`config.mk`:
```
export PLATFORM = sky130hd
export DESIGN_NAME = rpis_ram
export DESIGN_NICKNAME = d
export VERILOG_FILES = /design/src/rtl/rpis_ram.sv
export SDC_FILE = /design/constraint.sdc
export NUM_CORES = 1
export LEC_CHECK = 0
export ABC_AREA = 1
export BUFFER_PORTS_ARGS = -buffer_cell sky130_fd_sc_hd__buf_4
export CAP_MARGIN = 20
export CORE_AREA = 5 5 104 178
export CTS_BUF_LIST = sky130_fd_sc_hd__clkbuf_16
export CTS_CLUSTER_SIZE = 8
export DETAILED_ROUTE_END_ITERATION = 8
export DIE_AREA = 0 0 109 183
export GPL_ROUTABILITY_DRIVEN = 0
export GPL_TIMING_DRIVEN = 0
export HOLD_SLACK_MARGIN = 0.06
export PLACE_DENSITY = 0.52
export SLEW_MARGIN = 30
export SYNTH_ARGS = -nofsm -noshare
export SYNTH_HDL_FRONTEND = slang
export SYNTH_SLANG_ARGS = --single-unit
```
`constraint.sdc`:
```
create_clock -name clk -period 1.5 [get_ports clk]
set_clock_uncertainty 0.2 [all_clocks]
set_input_delay 0.3 -clock clk [delete_from_list [all_inputs] [get_ports clk]]
set_output_delay 0.3 -clock clk [all_outputs]
set_load 0.05 [all_outputs]
```
`src/rtl/rpis_ram.sv`:
```
// ----------------------------------------------------------------------------
// rpis_ram
// Generic single-write, single-read synchronous RAM with registered read.
// ----------------------------------------------------------------------------
module rpis_ram #(
  parameter int WIDTH = 8,
  parameter int DEPTH = 16
) (
  input  logic                     clk,
  input  logic                     we,
  input  logic [$clog2(DEPTH)-1:0] waddr,
  input  logic [WIDTH-1:0]         wdata,
  input  logic [$clog2(DEPTH)-1:0] raddr,
  output logic [WIDTH-1:0]         rdata
);

  logic [WIDTH-1:0] mem_r [DEPTH];
  logic [WIDTH-1:0] rdata_r;

  always_ff @(posedge clk) begin
    if (we) begin
      mem_r[waddr] <= wdata;
    end
    rdata_r <= mem_r[raddr];
  end

  assign rdata = rdata_r;

endmodule

```
==> After elaboration in Yosys (flattened, before gate mapping) <==
Memories as Yosys holds them, arrays and structs flattened. A register that Yosys moved wholly into a read port is not among the register bits.
Cells that the tools add are included.
{ "word_totals": {"mem_count": 1, "regBits": 0, "inputBits": 18, "output_inout_bits": 8, "ram_bits": 128, "word_cells": 3} }
{ "mem_list": {"columns": ["memory", "depth", "width", "read_ports", "rd_clocked_by_memory_dff", "write_ports", "line_no", "source"], "rows": [
  ["mem_r", 16, 8, 1, 1, 1, "17", "logic [WIDTH-1:0] mem_r [DEPTH];"]
]} }
{ "classes": {"n_mux": 2} }
{ "ops": {"columns": ["op", "count"], "rows": [
  ["$mux 1", 2]
]} }

==> Depth between registers and ports, before layout <==
Gate-level depths: netlist (run 1).
{ "depth": {"depth_word": 2, "depth_mapped": 8, "mapped_depth_nobuf": 7} }

==> Worst setup path after synthesis (run 1) <==
Ideal clock, no wire load.
{ "synth_path": {"kind": "input-to-reg", "start": "input waddr[3]", "end": "memory mem_r[4][0] (enable)", "t_arrival_ps": 881, "path_slack_ps": 49, "setup_time_ps": 370, "required_time_ps": 930, "stages": 2, "n_path_buf": 0, "path_cell_list": "nand3b_1 > nor2_1"} }
{ "synth_lines": {"columns": ["item", "line_no", "source"], "rows": [
  ["from (decl)", "11", "input logic [$clog2(DEPTH)-1:0] waddr,"],
  ["to (decl)", "17", null]
]} }
No word-level cell before the write port.

==> Worst setup path after layout (run 1) <==
{ "layout_path": {"start": "input waddr[1]", "end": "memory mem_r[5][4] (enable)"} }
No word-level cell before the write port.

==> impl_results.md, run 1 <==
* Status: completed
* Initial antenna violation count at 0
* DRT Pass-1 Iters at 5
* Sequential share of the synthesized area at 69.4%
* Final nets at ~620
* Max Cap Viol at 0
* Placed Area at 6220 sq um
* Maximum clock path buffer count at 2
* Die W at 109 microns
* Top-area cell type share of the netlist area at 66.7%
* Vias in the first global route at 3694
* CP max stage delay at around 0.7 ns
* Final min period at 1.47 ns
* Worst setup EP type: flop
* FMAX at 0.680 GHz
* YS warnings at 0
* Unrepaired setup endpoints after global routing: yes
* Area grow syn2layout at 19.6%
* Drt wl/cell at 17.6 microns
* Synth Instances at 551
* Initial DRC Count at ~340
* Post-CTS Setup Bufs at 0
* Reg area at 4000 sq um
* Internal power at 7070 uW
* Seq cells post-synth at 136
* HP Class: in -> reg
* Chip Height at 183 microns
* Via density at between 4 and 5
* Crit share post-route at 98.0%
* CP arrival at between 1 and 1.5 ns
* Worst vdd ir at 0.000672 V
* Crit-path cells: buf_4, inv_1, nand2_1, nor2_1
* Num Clock Sinks at 136
* Net Sw Frac at 23.2%
* Slowest CP cell: nor2_1
* Worst slew pin tran at approximately 0.85 ns
* Yosys top cell by area: edfxtp_1
* Fin cells at 839
* DRT Wirelength at 14700 microns
* CP Class: in -> reg
* CTS tree: done
* Residual DRC at 0
* Main area contributors after synthesis: edfxtp_1 (67%), nand2_1 (11%), nand3_1 (8.4%)
* Fraction of layout cells with a size suffix above 1 at 13.4%
* Most common cell after layout, fill and taps aside: nand2_1
* DR vias at 3834
* Post-synth cell types at 12
* Clk_lat worst skew at around 0.42 ns
* Core area at 16900 sq um
* Die area at 19900 sq um
* Initial Utilization at approximately 34%
* PwrDens at 1330 nW/um^2
* Hold Fails Final Rpt at 0
* Total congestion overflow at 0
* Syn Area/Cell at 10.5 sq um
* Largest net degree at the start of global routing at 17
* Root buffer cell: clkbuf_16
* CP Launch Type: input port
* Psw at 2130 uW
* PnR worst setup slack at 0.0299 ns
* Pleak at 0.00295 uW
* Worst hold margin at 0.0662 ns
* Final instance area at a little under 7000 sq um
* Area of the multi-input gates at 1230 sq um
* Port bufs at 22
* Final setup TNS at 0 ns
* H-tree depth at 4
* Post-detailed-route count of antenna-violating nets at 0
* Most frequent cells in the layout: nand2_1 (173), edfxtp_1 (128), inv_1 (101), nand3_1 (97), buf_4 (26)
* GRT Overall Usage at 15.6%
* Power share of the combinational group at 7.5%
* Clock power frac at about 46%
* Num rows at 63
* Global-route wire length before repair at 21800 microns
* Sequential share of power at a little under half
* Num CTS Buffers at 17
* Antenna cells at 0
* Clk slew on worst S/H paths at 0.06 ns
* Syn Nets at between 500 and 600
* DP Cell Count at 800
* Cell area after synthesis at around 5800 sq um
* Rel. slew slack at 42.9%
* Setup-failing EPs final at 0
* Final Slew Violations at 0
* Pre-CTS WS at -0.533 ns
* Hpwl dp at 10400 microns
* Worst Path Max Fanout at 8
* Worst EP required at approximately 1.3 ns
* IO Count at 26
* Fill count at ~1600
## cells by family after synthesis
family,Yosys count,share of synthesized area (%)
flip-flops,136,69.4
buffers and inverters,126,9.52
AND/OR/NAND/NOR,289,21.0
## worst max-delay path, delay by kind of cell
kind	cells	cell delay, ns
buffers and inverters	2	0.18
and+or+nand+nor	2	0.83
## area by class of cell
cell class	count	share of cell area, %
plain buffers	24	2.41
clock buffers	17	6.17
clock inverters	15	2.54
inverters	102	5.55
multi-input cells	289	17.8
flip-flops and latches	136	58.0
well taps	227	4.12
repair buffers	29	3.41
## worst paths after layout
check / from / end / slack, ns / depth (start not counted)
worst min register to register: mem_r[10][6] / rdata[6] / 0.47 / 6
worst min-delay path: wdata[0] / mem_r[4][0] / 0.07 / 1
worst max register to register: mem_r[9][2] / rdata[2] / 0.21 / 6
worst max-delay path: waddr[1] / mem_r[5][4] / 0.03 / 4
## per-layer routing
metal  routed length [microns]  global-route usage, %  part of all wire, %
met1                      5340                   16.3                   36
met2                      8190                   28.7                   56
met3                       554                   2.64                  3.8
met4                       647                   8.80                  4.4
met5                         0                      0                    0
## registers in the layout, indices dropped and copies added (netlist names)
register and flops:
mem_r 128, rdata 8
## cells in the mapped netlist
cell and number:
buf_6 6, inv_1 100, dfxtp_1 8, edfxtp_1 128
nand2_1 173, nand3b_1 2, nor2_1 17, buf_4 4
buf_1 1, buf_2 13, inv_2 2, nand3_1 97
## stage by stage
stage | power, uW | utilization [%]
after floorplan | 4730 | -
after global placement | 5020 | 36.7
after detailed placement | 5020 | 36.7
after CTS | 9240 | 40.6
after global routing | 9470 | 40.7
final | 9200 | 40.7
## power by group through the flow
| stage | clock network, uW | registers (uW) | logic [uW] |
|---|---|---|---|
| 2_1_floorplan | 0 | 4440 | 300 |
| 4_1_cts | 4280 | 4270 | 690 |
| 6_report | 4240 | 4270 | 690 |
| 3_3_place_gp | 0 | 4350 | 670 |
| 5_1_grt | 4440 | 4280 | 745 |
| 3_5_place_dp | 0 | 4350 | 675 |
## timing repair
| item | in CTS | in global routing |
|---|---|---|
| setup endpoints to repair | 18 | 42 |
| endpoints found under the hold margin | 58 | 4 |
| resized for setup | 2 | 3 |
| cloned | 0 | 0 |
| hold buffers | 6 | 1 |
Power figures use the tool's default switching activity.
==> run 2, diff against run 1 <==
CELL_PAD_IN_SITES_DETAIL_PLACEMENT = 0   (was default)
CELL_PAD_IN_SITES_GLOBAL_PLACEMENT = 1   (was default)
PLACE_DENSITY = 0.62   (was 0.52)
==> impl_results.md, run 2 (same netlist as run 1, synthesis figures left out) <==
* DRT Pass-1 Iters at 4 (was 5)
* Area of the multi-input gates at 1230 sq um (unchanged)
* Pleak at 0.00294 uW (was 0.00295 uW)
* Slowest CP cell: nor2_1 (unchanged)
* Crit-path cells: buf_4, nand3b_1, nor2_1 (was buf_4, inv_1, nand2_1, nor2_1)
* Total congestion overflow at 0 (unchanged)
* Global-route wire length before repair at 22700 microns (was 21800 microns)
* HP Class: in -> reg (unchanged)
* Reg area at 4000 sq um (unchanged)
* Post-detailed-route count of antenna-violating nets at 0 (unchanged)
* Final min period at 1.55 ns (was 1.47 ns)
* Die W at 109 microns (unchanged)
* Final instance area at 6890 sq um (was 6900 sq um)
* Vias in the first global route at 3735 (was 3694)
* PwrDens at 1310 nW/um^2 (was 1330 nW/um^2)
* Worst EP required at 1.34 ns (about the same)
* DR vias at 3768 (was 3834)
* Hpwl dp at 10500 microns (was 10400 microns)
* Rel. slew slack at 42.0% (was 42.9%)
* IO Count at 26 (unchanged)
* Drt wl/cell at 17.9 microns (was 17.6 microns)
* Worst vdd ir at 0.000659 V (was 0.000672 V)
* Clk_lat worst skew at 0.42 ns (about the same)
* CP arrival at 1.39 ns (was 1.31 ns)
* H-tree depth at 4 (unchanged)
* Clk slew on worst S/H paths at 0.06 ns (about the same)
* Largest register FFs at 128 (unchanged)
* Num CTS Buffers at 17 (unchanged)
* Num rows at 63 (unchanged)
* Placed Area at 6220 sq um (unchanged)
* Final nets at 618 (was 617)
* Initial antenna violation count at 0 (unchanged)
* Maximum clock path buffer count at 2 (unchanged)
* CP delay by family, top: simple AND/OR/NAND/NOR gates (unchanged)
* Max Cap Viol at 0 (unchanged)
* Largest net degree at the start of global routing at 17 (unchanged)
* CP Launch Type: input port (unchanged)
* Largest Register: mem_r (unchanged)
* Chip Height at 183 microns (unchanged)
* GRT Overall Usage at 16.2% (was 15.6%)
* Fill count at 1642 (was 1608)
* Final Slew Violations at 0 (unchanged)
* Num Clock Sinks at 136 (unchanged)
* Worst slew pin tran at 0.866 ns (was 0.854 ns)
* Most common cell after layout, fill and taps aside: nand2_1 (unchanged)
* Core area at 16900 sq um (unchanged)
* Bufs and invs on worst path at 1 (was 2)
* Unrepaired setup endpoints after global routing: yes (unchanged)
* Initial DRC Count at 204 (was 337)
* Fraction of layout cells with a size suffix above 1 at 13.2% (was 13.4%)
* CTS tree: done (unchanged)
* Setup-failing EPs final at 16 (was 0)
* Die area at 19900 sq um (unchanged)
* Root buffer cell: clkbuf_16 (unchanged)
* Worst Path Max Fanout at 8 (unchanged)
* Crit share post-route at 103% (was 98.0%)
* Antenna cells at 0 (unchanged)
* CP Class: in -> reg (unchanged)
* Area grow syn2layout at 19.4% (was 19.6%)
* DRT Wirelength at 15100 microns (was 14700 microns)
* PnR worst setup slack at -0.0476 ns (was 0.0299 ns)
* Hold Fails Final Rpt at 0 (unchanged)
* Worst setup EP type: flop (unchanged)
* Via density at 4.49 (was 4.57)
* Port bufs at 22 (unchanged)
* Status: finished, violations left (was completed)
* Worst hold margin at 0.135 ns (was 0.0662 ns)
* CP max stage delay at 0.71 ns (was 0.70 ns)
* FMAX at 0.646 GHz (was 0.680 GHz)
* Residual DRC at 0 (unchanged)
* Initial Utilization at 34.0% (unchanged)
* Failing checks: negative setup slack
* Most frequent cells in the layout: nand2_1 (173), edfxtp_1 (128), inv_1 (102), nand3_1 (97), buf_4 (26) (was nand2_1 (173), edfxtp_1 (128), inv_1 (101), nand3_1 (97), buf_4 (26))
run 2: cell count changes in the layout (fill, tap and decap cells not counted), sizes merged:
| cell | delta |
|---|---|
| clkinvlp | +1 |
| clkinv | -1 |
| bufinv | -1 |
| dlygate4sd3 | +1 |
| inv | +1 |
run 2: layer usage:
| layer | wire length, microns | track usage [%] | part of all wire (%) | vias to the layer above |
|---|---|---|---|---|
| li1 | - | - | - | 1878 |
| met1 | 5470 | 16.8 | 36 | 1794 |
| met2 | 8770 | 31.1 | 58 | 77 |
| met3 | 443 | 2.92 | 2.9 | 19 |
| met4 | 385 | 6.12 | 2.6 | 0 |
| met5 | 0 | 0 | 0 | - |
run 2: path summary, 6_finish.rpt:
check	startpoint	end	slack, ns	cells after the start
worst min register to register	mem_r[13][2]	rdata[2]	0.46	6
worst max-delay path	waddr[2]	mem_r[8][6]	-0.05	3
worst min-delay path	raddr[3]	rdata[2]	0.14	3
worst max register to register	mem_r[0][4]	rdata[4]	0.19	6
run 2: repair_timing:
item | 4_1_cts | 5_1_grt
hold endpoints to repair | 96 | 3
resized for setup | 2 | 3
hold buffers | 7 | 1
setup endpoints to repair | 24 | 48
cloned | 0 | 0
setup buffers | 0 | 0
run 2: worst register-to-register path: cells and delay by family (launching register included):
kind | cells | cell delay, ns
flops | 1 | 0.36
buf+inv | 1 | 0.06
simple gates | 5 | 0.58
run 2: power by group:
part / leakage [uW] / switching [uW] / total (uW) / internal, uW
sequential: 0.00122 / 21.7 / 4270 / 4250
combinational: 0.00144 / 490 / 692 / 203
clock: 0.000281 / 1640 / 4090 / 2450
total: 0.00294 / 2150 / 9050 / 6900
run 2: final cells by class:
type,instances,area share [%]
Buffer,24,2.42
Clock buffer,17,6.18
Clock inverter,15,2.20
Inverter,102,5.56
Multi-Input combinational cell,289,17.8
Sequential cell,136,58.2
Tap cell,227,4.13
Timing Repair Buffer,30,3.56
run 2: stage by stage:
step / total power [uW] / utilization, % / TNS [ns] / worst slack [ns] / std cells
global route: 9350 / 40.6 / -2.07 / -0.102 / 840
finish: 9050 / 40.6 / -0.523 / -0.0476 / 840
floorplan: 4730 / - / 0 / 0.0492 / 551
detailed placement: 5030 / 36.7 / -48.41 / -0.492 / 800
global placement: 5030 / 36.7 / -47.86 / -0.492 / 800
CTS: 9100 / 40.5 / -0.443 / -0.0309 / 839
